$ cat config.mk
export PLATFORM = sky130hd
export DESIGN_NAME = rolling_window_average_max_slope
export DESIGN_NICKNAME = d
export VERILOG_FILES = /design/src/hdl/rwams_pkg.sv /design/src/hdl/rwams_ring.sv /design/src/hdl/rwams_div.sv /design/src/hdl/rolling_window_average_max_slope.sv
export SDC_FILE = /design/constraint.sdc
export NUM_CORES = 1
export LEC_CHECK = 0
export BUFFER_PORTS_ARGS = -buffer_cell sky130_fd_sc_hd__buf_4
export CAP_MARGIN = 20
export CORE_MARGIN = 2
export CORE_UTILIZATION = 61
export CTS_CLUSTER_DIAMETER = 200
export DETAILED_ROUTE_END_ITERATION = 8
export PLACE_DENSITY = 0.84
export REMOVE_ABC_BUFFERS = 1
export SKIP_LAST_GASP = 1
export SLEW_MARGIN = 20
export SYNTH_ARGS = -nofsm -noshare
export SYNTH_HDL_FRONTEND = slang
export SYNTH_SLANG_ARGS = --single-unit
$ cat constraint.sdc
create_clock -name clk -period 4 [get_ports clk]
set_input_delay 0.4 -clock clk [delete_from_list [all_inputs] [get_ports clk]]
set_output_delay 0.4 -clock clk [all_outputs]
set_load 0.02 [all_outputs]
$ cat src/hdl/rwams_pkg.sv
// ----------------------------------------------------------------------------
// rwams_pkg
// Shared types and constants for the rolling window average / max / slope
// block.
// ----------------------------------------------------------------------------
`timescale 1ns / 1ps

package rwams_pkg;

  // Window depth; the average uses a shift, so keep it a power of two.
  localparam int WINDOW_DEPTH = 16;
  localparam int ADDR_W       = $clog2(WINDOW_DEPTH);
  localparam int SAMPLE_W     = 16;
  localparam int TOTAL_W      = SAMPLE_W + ADDR_W;
  localparam int SLOPE_W      = SAMPLE_W + 1;
  localparam int SPAN_W       = 5;
  localparam int DIV_CNT_W    = $clog2(SAMPLE_W + 1);

  localparam logic [SPAN_W-1:0] SPAN_RESET = SPAN_W'(1);

  typedef logic signed [SAMPLE_W-1:0] sample_t;
  typedef logic [ADDR_W-1:0]          addr_t;
  typedef logic [SPAN_W-1:0]          span_t;

  // Sample memory access for one cycle.
  typedef struct packed {
    logic    wr_en;
    addr_t   wr_addr;
    sample_t wr_data;
    addr_t   rd_addr;
  } ring_req_t;

  // Divider launch.
  typedef struct packed {
    logic                start;
    logic [SAMPLE_W-1:0] dividend;
    span_t               divisor;
  } div_req_t;

endpackage

$ cat src/hdl/rwams_ring.sv
// ----------------------------------------------------------------------------
// rwams_ring
// Sample memory: one write and one read port, registered read data. Entries
// not written since reset read as zero through per-entry valid bits.
// ----------------------------------------------------------------------------
`timescale 1ns / 1ps

module rwams_ring (
  input  logic                clk,
  input  logic                rst,
  input  rwams_pkg::ring_req_t req,
  output rwams_pkg::sample_t  rd_data
);
  import rwams_pkg::*;

  sample_t                 mem [WINDOW_DEPTH];
  logic [WINDOW_DEPTH-1:0] valid;
  sample_t                 rd_q;
  logic                    rd_ok;

  always_ff @(posedge clk) begin
    if (req.wr_en) begin
      mem[req.wr_addr] <= req.wr_data;
    end
    rd_q <= mem[req.rd_addr];
  end

  always_ff @(posedge clk) begin
    if (rst) begin
      valid <= '0;
      rd_ok <= 1'b0;
    end else begin
      if (req.wr_en) begin
        valid[req.wr_addr] <= 1'b1;
      end
      rd_ok <= valid[req.rd_addr];
    end
  end

  assign rd_data = rd_ok ? rd_q : '0;

endmodule

$ cat src/hdl/rwams_div.sv
// ----------------------------------------------------------------------------
// rwams_div
// Bit-serial restoring divider, one quotient bit per cycle.
// ----------------------------------------------------------------------------
`timescale 1ns / 1ps

module rwams_div (
  input  logic                             clk,
  input  logic                             rst,
  input  rwams_pkg::div_req_t              req,
  output logic                             done,
  output logic [rwams_pkg::SAMPLE_W-1:0]   quotient
);
  import rwams_pkg::*;

  logic [SAMPLE_W-1:0]  quo;
  span_t                rem;
  span_t                dvs;
  logic [DIV_CNT_W-1:0] cnt;
  logic                 busy;
  logic [SPAN_W:0]      shifted;
  logic [SPAN_W:0]      trial;

  assign shifted = {rem, quo[SAMPLE_W-1]};
  assign trial   = shifted - {1'b0, dvs};

  always_ff @(posedge clk) begin
    if (req.start) begin
      quo <= req.dividend;
      rem <= '0;
      dvs <= req.divisor;
    end else if (busy) begin
      // Keep the remainder when the trial goes negative.
      if (!trial[SPAN_W]) begin
        rem <= trial[SPAN_W-1:0];
        quo <= {quo[SAMPLE_W-2:0], 1'b1};
      end else begin
        rem <= shifted[SPAN_W-1:0];
        quo <= {quo[SAMPLE_W-2:0], 1'b0};
      end
    end
  end

  always_ff @(posedge clk) begin
    if (rst) begin
      busy <= 1'b0;
      cnt  <= '0;
      done <= 1'b0;
    end else begin
      done <= 1'b0;
      if (req.start) begin
        busy <= 1'b1;
        cnt  <= DIV_CNT_W'(SAMPLE_W);
      end else if (busy) begin
        cnt <= cnt - DIV_CNT_W'(1);
        if (cnt == DIV_CNT_W'(1)) begin
          busy <= 1'b0;
          done <= 1'b1;
        end
      end
    end
  end

  assign quotient = quo;

endmodule

$ cat src/hdl/rolling_window_average_max_slope.sv
// ----------------------------------------------------------------------------
// rolling_window_average_max_slope
// Flow: one beat at a time; s_tready is high only in IDLE, so a new beat is
//   taken only after the previous result is loaded into the output register,
//   after the 16-entry memory scan (one read per cycle) and the bit-serial slope divide.
// Reset: rst clears the window to zero, write slot and total to zero, span 1.
// ----------------------------------------------------------------------------
`timescale 1ns / 1ps

module rolling_window_average_max_slope (
  input  logic        clk,
  input  logic        rst,
  // Input stream.
  input  logic        s_tvalid,
  output logic        s_tready,
  input  logic [15:0] s_tdata,   // [15:0] sample
  // Result stream.
  output logic        m_tvalid,
  input  logic        m_tready,
  output logic [55:0] m_tdata,   // [15:0] window_average, [31:16] window_maximum,
                                 // [48:32] ending_slope, [55:49] zero
  output logic        m_tuser,   // [0] slope_error
  // slope_span register write.
  input  logic        cfg_we,
  input  logic [4:0]  cfg_wdata
);
  import rwams_pkg::*;

  // Sequencer: one item at a time.
  //   IDLE   : take a beat, read the slot about to be overwritten
  //   UPDATE : fold old/new sample into the total, write the new sample
  //   SCAN   : read every entry, track the maximum and catch the slope tap
  //   SLOPE  : form the difference and launch the divider
  //   DIVIDE : wait for the quotient
  //   EMIT   : load the output register once it is free
  typedef enum logic [5:0] {
    ST_IDLE   = 6'b000001,
    ST_UPDATE = 6'b000010,
    ST_SCAN   = 6'b000100,
    ST_SLOPE  = 6'b001000,
    ST_DIVIDE = 6'b010000,
    ST_EMIT   = 6'b100000
  } state_t;

  localparam logic [TOTAL_W-1:0] AVG_BIAS  = TOTAL_W'(WINDOW_DEPTH - 1);
  localparam logic [ADDR_W:0]    SCAN_LAST = (ADDR_W + 1)'(WINDOW_DEPTH);

  state_t state, state_next;

  span_t                     span;
  addr_t                     wpos;
  logic signed [TOTAL_W-1:0] total;
  sample_t                   sample_q;
  addr_t                     back_addr;
  sample_t                   back_val;
  sample_t                   max_val;
  logic [ADDR_W:0]           scan_cnt;
  logic                      slope_neg;
  logic                      slope_err;

  ring_req_t                 ring_req;
  sample_t                   ring_rd;
  div_req_t                  div_req;
  logic                      div_done;
  logic [SAMPLE_W-1:0]       div_quo;

  logic [SPAN_W:0]           back_calc;
  addr_t                     proc_addr;
  logic signed [SLOPE_W-1:0] diff;
  logic signed [SLOPE_W-1:0] diff_neg;
  logic [TOTAL_W-1:0]        biased;
  logic [SLOPE_W-1:0]        quo_ext;
  logic [SLOPE_W-1:0]        slope;
  logic                      out_free;

  rwams_ring u_ring (
    .clk     (clk),
    .rst     (rst),
    .req     (ring_req),
    .rd_data (ring_rd)
  );

  rwams_div u_div (
    .clk      (clk),
    .rst      (rst),
    .req      (div_req),
    .done     (div_done),
    .quotient (div_quo)
  );

  // Slope tap sits span slots behind the one being written (mod depth);
  // a span equal to the depth lands on the new sample itself.
  assign back_calc = (SPAN_W + 1)'(wpos) - (SPAN_W + 1)'(span);
  assign proc_addr = ADDR_W'(scan_cnt - (ADDR_W + 1)'(1));

  assign diff     = SLOPE_W'(sample_q) - SLOPE_W'(back_val);
  assign diff_neg = -diff;

  // Truncate toward zero: bias negative totals before the shift.
  assign biased  = total + (total[TOTAL_W-1] ? AVG_BIAS : '0);
  assign quo_ext = {1'b0, div_quo};
  assign slope   = slope_err ? '0 : (slope_neg ? (~quo_ext + SLOPE_W'(1)) : quo_ext);

  assign out_free = !m_tvalid || m_tready;
  assign s_tready = (state == ST_IDLE);

  // Memory access: the read during IDLE fetches the entry about to be
  // replaced; the scan follows UPDATE, where the write lands, so it sees the new sample.
  always_comb begin
    ring_req.wr_en   = (state == ST_UPDATE);
    ring_req.wr_addr = wpos;
    ring_req.wr_data = sample_q;
    ring_req.rd_addr = (state == ST_SCAN) ? scan_cnt[ADDR_W-1:0] : wpos;
  end

  always_comb begin
    div_req.start    = (state == ST_SLOPE);
    div_req.dividend = diff[SLOPE_W-1] ? diff_neg[SAMPLE_W-1:0] : diff[SAMPLE_W-1:0];
    div_req.divisor  = span;
  end

  always_comb begin
    state_next = state;
    unique case (state)
      ST_IDLE: begin
        if (s_tvalid) begin
          state_next = ST_UPDATE;
        end
      end
      ST_UPDATE: state_next = ST_SCAN;
      ST_SCAN: begin
        if (scan_cnt == SCAN_LAST) begin
          state_next = ST_SLOPE;
        end
      end
      ST_SLOPE: state_next = ST_DIVIDE;
      ST_DIVIDE: begin
        if (div_done) begin
          state_next = ST_EMIT;
        end
      end
      ST_EMIT: begin
        if (out_free) begin
          state_next = ST_IDLE;
        end
      end
      default: state_next = ST_IDLE;
    endcase
  end

  // Control state.
  always_ff @(posedge clk) begin
    if (rst) begin
      state    <= ST_IDLE;
      span     <= SPAN_RESET;
      wpos     <= '0;
      total    <= '0;
      m_tvalid <= 1'b0;
    end else begin
      state <= state_next;
      if (cfg_we) begin
        span <= cfg_wdata;
      end
      if (state == ST_UPDATE) begin
        // Drop the overwritten sample from the total, add the new one.
        total <= total + TOTAL_W'(sample_q) - TOTAL_W'(ring_rd);
        wpos  <= wpos + ADDR_W'(1);
      end
      if (state == ST_EMIT && out_free) begin
        m_tvalid <= 1'b1;
      end else if (m_tready) begin
        m_tvalid <= 1'b0;
      end
    end
  end

  // Datapath registers.
  always_ff @(posedge clk) begin
    if (state == ST_IDLE && s_tvalid) begin
      sample_q <= s_tdata;
    end
    if (state == ST_UPDATE) begin
      back_addr <= back_calc[ADDR_W-1:0];
      scan_cnt  <= '0;
    end
    if (state == ST_SCAN) begin
      scan_cnt <= scan_cnt + (ADDR_W + 1)'(1);
      if (scan_cnt != '0) begin
        // Data now on the read port belongs to the previous address.
        if (scan_cnt == (ADDR_W + 1)'(1) || ring_rd > max_val) begin
          max_val <= ring_rd;
        end
        if (proc_addr == back_addr) begin
          back_val <= ring_rd;
        end
      end
    end
    if (state == ST_SLOPE) begin
      slope_neg <= diff[SLOPE_W-1];
      slope_err <= (span == '0) || (span > SPAN_W'(WINDOW_DEPTH));
    end
    if (state == ST_EMIT && out_free) begin
      m_tdata <= {7'b0, slope, max_val, biased[TOTAL_W-1:ADDR_W]};
      m_tuser <= slope_err;
    end
  end

endmodule

======== After elaboration in Yosys (flattened, before gate mapping) ========
Memories as Yosys holds them, arrays and structs flattened. A register that Yosys moved wholly into a read port is not among the register bits.
Cells that the tools add are included.
storage, ports and cells
  flip-flop bits (word level) ............. 195
  RAM bits ................................ 256
  input port bits ......................... 26
  logic and storage cells ................. 109
  memories ................................ 1
operators by class
  add/subtract/negate cells ............... 12
  order comparisons ....................... 5
  equal/unequal tests ..................... 14
  multiplexer cells ....................... 30
  bitwise gates (word level) .............. 4
  reductions and logical operators ........ 18
memories
  memory      depth  bits a word  rd ports  clocked after Yosys merged registers in  wr ports  line              RTL
  u_ring.mem  16     16           1         1                                        1         rwams_ring.sv:16  sample_t mem [WINDOW_DEPTH];
operators by type and width
  operator                 count
  $mux W16                 5
  $pmux W6 S6              1
  $mux W5                  5
  $mux W6                  4
  $add A20 B16 Y20         1
  $add A20 B4 Y20          1
  $sub A20 B16 Y20         1
  $add A17 B1 Y17 const B  1
  $not A16 Y17             1
  $sub A16 B16 Y17         1
  $gt A16 B16 Y1           1
  $neg A16 Y16             1
  $or A16 B16 Y16          1
  $mux W1                  11
  $eq A5 B1 Y1 const B     2
  $lt A4 B5 Y1 const B     2
  $mux W4                  2
  $eq A6 B1 Y1 const B     1
  $eq A6 B2 Y1 const B     1
  $eq A6 B3 Y1 const B     1
  $eq A6 B4 Y1 const B     1
  $eq A6 B5 Y1 const B     1
  $eq A6 B6 Y1 const B     1
  $reduce_and A3 Y1        2
  24 further kinds         34

======== Depth between registers and ports, before layout ========
Gate-level depths: netlist of the first run.
  word-level depth ........................ 5
  mapped depth ............................ 16
  depth with buffers taken out ............ 15

======== Modules after synthesis ========
A second synthesis of the first run with hierarchy kept.
unflattened totals
  cells, all modules ...................... 1,545
  area, all modules ....................... 21,703.3 um^2
by module, submodules not included
  module                            times used  cells each  area an instance (um^2)  sequential area each (um^2)
  rwams_ring                        1           494         10,865.4                 8,348.0
  rolling_window_average_max_slope  1           927         9,230.1                  3,993.8
  rwams_div                         1           124         1,607.8                  870.8

======== Least setup slack after synthesis of the first run ========
No wires, ideal clock.
  kind .................................... reg-to-reg
  start point ............................. register state[0]
  end point ............................... register m_tdata[0], enable pin
  arrival time ............................ 3.099 ns
  data required time ...................... 3.537 ns
  slack ................................... 0.438 ns
  cell stages (with the launch flop) ...... 4
  path buffers ............................ 0
  cell sequence ........................... dfxtp_1 nor4_1 nand3b_1 nor2b_1
between the ends
  longest elaborated chain between the ends .. 2
RTL lines
  element                 line                                     RTL
  start, declared         rolling_window_average_max_slope.sv:48   state_t state, state_next;
  start signal, assigned  rolling_window_average_max_slope.sv:160  state <= state_next;
  $eq A6 B6 Y1            rolling_window_average_max_slope.sv:202  if (state == ST_EMIT && out_free) begin
  $logic_and A1 B1 Y1     rolling_window_average_max_slope.sv:202
  end signal, assigned    rolling_window_average_max_slope.sv:203  m_tdata <= {7'b0, slope, max_val, biased[TOTAL_W-1:ADDR_W]};
  end, declared           rolling_window_average_max_slope.sv:20   output logic [55:0] m_tdata,
No other way between the ends.
A chain may end at the register's enable or synchronous reset.

======== Final worst setup path of the first run ========
  start point ............................. register u_ring.rd_ok
  end point ............................... register total[16]
between the ends
  longest elaborated chain between the ends .. 2
RTL lines
  element                 line                                     RTL
  start, declared         rwams_ring.sv:19                         logic rd_ok;
  start signal, assigned  rwams_ring.sv:36                         rd_ok <= valid[req.rd_addr];
  $mux W16                rwams_ring.sv:40                         assign rd_data = rd_ok ? rd_q : '0;
  named net ring_rd[7]    rolling_window_average_max_slope.sv:62   sample_t ring_rd;
  $sub A20 B16 Y20        rolling_window_average_max_slope.sv:166  total <= total + TOTAL_W'(sample_q) - TOTAL_W'(ring_rd);
  end signal, assigned    rolling_window_average_max_slope.sv:166
  end, declared           rolling_window_average_max_slope.sv:52   logic signed [TOTAL_W-1:0] total;
The timed path passes the listed nets, and every way through them passes these cells.

==> results.yml, run 1 <==
detailed_routing:
  wl_met3_um: 4010
  first_iter_violations: 1165
  antenna_left: 0
  vias: 13300
  routed_wl_um: 48100
  dr_wl_met2_um: 23800
  first_pass_iters: 5
  drc: 0
  routedWlPerCell_um: 22.0
  vias_per_cell: 6.07
  wl_met1_um: 18600
  dr.max_layer_used: "met4"
pwr:
  p_per_area_nw_per_um2: 463
  p_total_uw: 11300
  p_leak_uw: 0.00913
  ir_worst_vdd_mv: 0.370
timing:
  setup-tns-final_ps: 0
  fin_crit_sh_pct: 89.5
  grt_setup_unrepaired: "false"
  max_slew_margin_pct: 31.3
  max_freq_ghz: 0.279
  worst_pin_slew_ps: 1030
  hold_violations: 0
  drv_slew: 0
  timing.final.ws_setup_ps: 421
  min_period_ps: 3580
  setup_viol: 0
  hold-worst-slack_ps: 16.3
  clock_skew_ps: 16.5
grt:
  grt-ovfl-total: 0
  grt_max_degree: 61
  grt_first_pass_wirelength_um: 74100
  antenna_found_initial: 2
  grt_use_total_pct: 26.9
  grt_pass1_vias: 13400
layout:
  drive_gt1_share_pct: 17.4
  fillers: 2186
  layout.cells.most_common: "edfxtp_1"
  final_area_um2: 24300
  regArea_um2: 13200
  multi_input_area_um2: 7480
  layout_common_cells: "edfxtp_1, inv_1, nand2_1, buf_4, nor2_1"
  area_growth_syn_to_layout_pct: 13.6
  layout.nets: 1811
clock_tree:
  clock-sinks: 467
  cts_buffers: 47
  cts_resized: 0
  hold_buffers: 6
  cts_tree: "yes"
  clock-root-buffer: "clkbuf_16"
  clk_pin_slew_ps: 60
  cts.htree.levels: 2
  post_cts_buffers: 0
  clkLatencyLatePin_ps: 570
  clock_path_buffers: 3
critical_path:
  arrival_ps: 4070
  cp.depth: 14
  rr_endpoint: "total[16]"
  r2r_start: "u_ring.rd_ok"
  cp-end-kind: "register"
  worst_path_largest_cell_delay_ps: 460
  crit_chain: "buf_4 -> and2_1 -> fa_1 -> inv_1 -> ha_1 -> a21oi_1 -> o211ai_1 -> a31oi_1 -> o211ai_1 -> a31oi_1 -> o21ai_0 -> xor2_1 -> nand2_1 -> a21oi_1"
  rr_worst_depth: 14
  crit_type: "register to register"
  crit_family: "compound AO/OA/AOI/OAI gates"
  timing.critical_path.buf_inv: 2
  crit_path_start_kind: "register"
  crit_fanout: 13
  r2r_slack_ps: 420
  crit_slowest_cell: "fa_1"
  startpoint: "u_ring.rd_ok"
  endpoint: "total[16]"
  crit_required_ps: 4490
synth:
  yosysUniqueCellTypes: 84
  synth-main-ff-cell: "edfxtp_1"
  async_flop_share_pct: 0
  yosys_warnings: 0
  synthCells: 1567
  ys_ff_latch: 467
  avgSynthCellArea_um2: 13.7
  synth_edf_count: 386
  ys_seq_area_share_pct: 61.7
  synth.cell_area_um2: 21400
floorplan:
  std_cell_rows: 68
  start_util_pct: 62.0
  io_pins: 85
  die_area_um2: 36600
  fp.dieW_um: 191
  die_h_um: 191
  fp.coreArea_um2: 34500
place:
  routabilityCongestion: 0.893
  dp_hpwl_um: 31000
  io_buffers: 77
  dpl_worst_slack_ps: 560
  place_area_um2: 22700
worst_hold_path:
  hp-class: "primary input to register"
  worstHoldStart: "s_tdata[13]"
flow_run:
  drv_cap: 0
status:
  status: "finished clean"
-- cell families after synthesis --
logic type,after synthesis,synth area share (%)
xor gates and xnor gates,88,3.60
DFF,467,61.7
and+or+nand+nor,406,9.23
buffers and inverters,194,3.80
muxes,81,7.77
AOI/OAI and AO/OA,233,7.46
adders and majority gates,97,6.44
other,1,0.0175
-- stage by stage --
stage,utilization (%),instances
floorplan,-,1513
CTS,70.4,2182
finish,70.5,2183
global route,70.4,2182
global placement,65.7,2088
detailed placement,65.7,2088
-- layer usage --
metal  vias up  track usage, %
met2       626            45.4
met5         -               0
met3       131            5.12
li1       5972               -
met4         0            11.0
met1      6523            34.3
-- synthesized netlist by cell type (34+ instances only) --
| library cell | number | share of area [%] |
|---|---|---|
| and2_1 | 39 | 1.1 |
| nor2_1 | 111 | 1.9 |
| a21oi_1 | 56 | 1.3 |
| clkbuf_1 | 37 | 0.65 |
| o21ai_0 | 36 | 0.84 |
| dfxtp_1 | 81 | 7.6 |
| nand2_1 | 127 | 2.2 |
| xor2_1 | 34 | 1.4 |
| edfxtp_1 | 386 | 54 |
| inv_1 | 132 | 2.3 |
| xnor2_1 | 54 | 2.2 |
| ha_1 | 75 | 4.4 |
| mux4_2 | 68 | 7.1 |
-- power breakdown --
group / switching, µW / internal (µW) / leakage, µW
Sequential: 75.5 / 5390 / 0.00413
Combinational: 795 / 533 / 0.00423
Clock: 1840 / 2640 / 0.000773
Total: 2710 / 8570 / 0.00913
-- how the worst min path moves through the flow --
stage                   end  depth (start not counted)  slack (ps)
6_report       sample_q[13]                          1          20
3_3_place_gp    m_tdata[20]                          0         430
4_1_cts         sample_q[1]                          1           2
2_1_floorplan   m_tdata[17]                          0         430
5_1_grt         sample_q[1]                          1           6
3_5_place_dp    m_tdata[20]                          0         440
-- final cells by class --
class	instances	share of cell area [%]
antenna	1	0.0103
clock buffer	66	5.41
clock inverter	22	1.10
inverter	134	2.07
multi-input combinational	912	30.7
sequential	467	54.3
tap	455	2.34
timing repair buffer	126	4.05
-- state kept, by name, summed over array words and instances (netlist names), 4 cells and up --
signal	cells
sample_q	16
u_div.dvs	5
u_ring.mem	256
u_div.rem	5
u_ring.rd_q	16
back_val	16
u_ring.valid	16
span	5
state	6
total	20
u_div.cnt	5
scan_cnt	5
back_addr	4
max_val	16
u_div.quotient	16
wpos	4
m_tdata	49
(Power assumes the default switching activity.)
==> run 2: changes to the inputs <==
GPL_TIMING_DRIVEN = 0   (was default)
==> run 2 against run 1 <==
  * Utilization up 1.8 points
  * Fmax fell by 7.6%
  * Register-to-register slack worse by 300 ps
  * Combinational power grew 4%
  * Critical path type unchanged
  * Die area did not move
  * Critical path depth shrank 1
  * Highest routed layer unchanged
  * Routed wire length down 3.5%
==> results.yml, run 2 (synthesis results as in run 1) <==
layout:
  top_regs: "u_ring.mem x256, m_tdata x49, total x20"
  max_flop_register: "u_ring.mem"
  drive_gt1_share_pct: 18.2
  largest_reg_flops: 256
  layout_common_cells: "edfxtp_1, inv_1, nand2_1, nor2_1, buf_4"
  layout.nets: 1829
  fillers: 2138
  area_growth_syn_to_layout_pct: 16.5
  fin_util_pct: 72.3
  layout.cells.most_common: "edfxtp_1"
critical_path:
  crit_slowest_cell: "edfxtp_1"
  crit_chain: "inv_1 -> fa_1 -> inv_1 -> ha_1 -> a21oi_1 -> o21ai_0 -> a31oi_1 -> o211ai_1 -> a31oi_1 -> o21ai_0 -> xor2_1 -> nand2_1 -> a21oi_1"
  crit_fanout: 18
  crit_path_start_kind: "register"
  crit_required_ps: 4480
  worst_path_largest_cell_delay_ps: 750
  cp-end-kind: "register"
  r2r_start: "sample_q[6]"
  arrival_ps: 4360
  crit_type: "register to register"
  startpoint: "sample_q[6]"
worst_hold_path:
  worstHoldStart: "cfg_wdata[0]"
  hp-class: "primary input to register"
floorplan:
  die_h_um: 191
  die_area_um2: 36600
  fp.coreArea_um2: 34500
  start_util_pct: 62.0
  io_pins: 85
  fp.dieW_um: 191
  std_cell_rows: 68
grt:
  antenna_found_initial: 0
  grt_pass1_vias: 13200
  grt_max_degree: 61
  grt_first_pass_wirelength_um: 72100
  grt-ovfl-total: 0
  grt_use_total_pct: 25.8
place:
  dp_hpwl_um: 30600
  io_buffers: 77
  routabilityCongestion: 0.921
detailed_routing:
  routed_wl_um: 46400
  vias: 13300
  antenna_left: 0
  vias_per_cell: 6.06
  first_pass_iters: 6
  routedWlPerCell_um: 21.1
  drc: 0
  first_iter_violations: 1169
timing:
  fin_crit_sh_pct: 96.9
  clock_skew_ps: 26.2
  max_freq_ghz: 0.258
  min_period_ps: 3870
  setup_viol: 0
  max_slew_margin_pct: 29.9
  grt_setup_unrepaired: "true"
  drv_slew: 0
  hold_violations: 0
  worst_pin_slew_ps: 1050
pwr:
  p_total_uw: 11600
  p_leak_uw: 0.00939
  p_per_area_nw_per_um2: 466
  ir_worst_vdd_mv: 0.467
clock_tree:
  cts_buffers: 47
  cts_tree: "yes"
  clock-sinks: 467
  clk_pin_slew_ps: 60
  clock_path_buffers: 3
  cts.htree.levels: 2
  clock-root-buffer: "clkbuf_16"
  clkLatencyLatePin_ps: 570
flow_run:
  drv_cap: 0
status:
  status: "finished clean"
-- run 2: changes by cell type in the layout (fill, tap and decap cells not counted), moves of 6 or more --
cell / delta
buf_4: -17
buf_16: +10
dlygate4sd3_1: +10
buf_12: +9
buf_6: +6
-- run 2: timing repair --
| item | CTS | global route |
|---|---|---|
| buffers inserted | 1 | 24 |
| hold buffers | 16 | 0 |
| setup endpoints to repair | 2 | 6 |
| resized for setup | 0 | 1 |
| endpoints found under the hold margin | 16 | 0 |
-- run 2: stage by stage --
step	std cells	area, µm²	setup slack (ps)	hold WS (ps)	TNS, ps
after CTS	2176	24700	58.4	27.3	0
final	2201	25000	125	39.3	0
after global placement	2045	22300	-1640	436	-227620
after floorplan	1513	21100	-122	426	-2040
after global routing	2200	25000	-36.3	32.5	-36.3
after detailed placement	2071	22800	-71.2	445	-71.2
-- run 2: final cells by class --
type	count	area [µm²]	share of cell area, %
sequential	467	13200	52.9
multi-input combinational	912	7490	30.0
timing repair buffer	144	1480	5.93
clock buffer	61	1290	5.17
tap	455	569	2.28
inverter	134	504	2.02
clock inverter	27	410	1.64
antenna	1	2.50	0.0100
-- run 2: routing by layer --
metal / vias up / GRT usage (%) / wire [µm]
met5: - / 0 / 0
met4: 0 / 10.7 / 1680
met3: 119 / 4.20 / 3230
met2: 596 / 43.1 / 22900
met1: 6614 / 33.9 / 18600
li1: 6015 / - / -
-- run 2: power breakdown --
part           internal, µW  switching, µW  total (µW)
clock network          2880           1870        4750
logic                   595            788        1380
registers              5400           96.5        5490
-- run 2: path summary, 6_finish.rpt --
check	to	slack, ps	cells past startpoint
setup / recovery	total[16]	130	13
hold / removal	span[0]	40	2
setup reg to reg	total[16]	130	13
hold reg to reg	m_tdata[17]	470	0
-- run 2: critical path: cells and delay by family (launching register included) --
kind | cells | cell delay [ps]
compound gates | 7 | 1860
xor+xnor | 1 | 180
fa+ha+maj | 2 | 730
buf+inv | 2 | 190
flops | 1 | 750
simple gates | 1 | 80
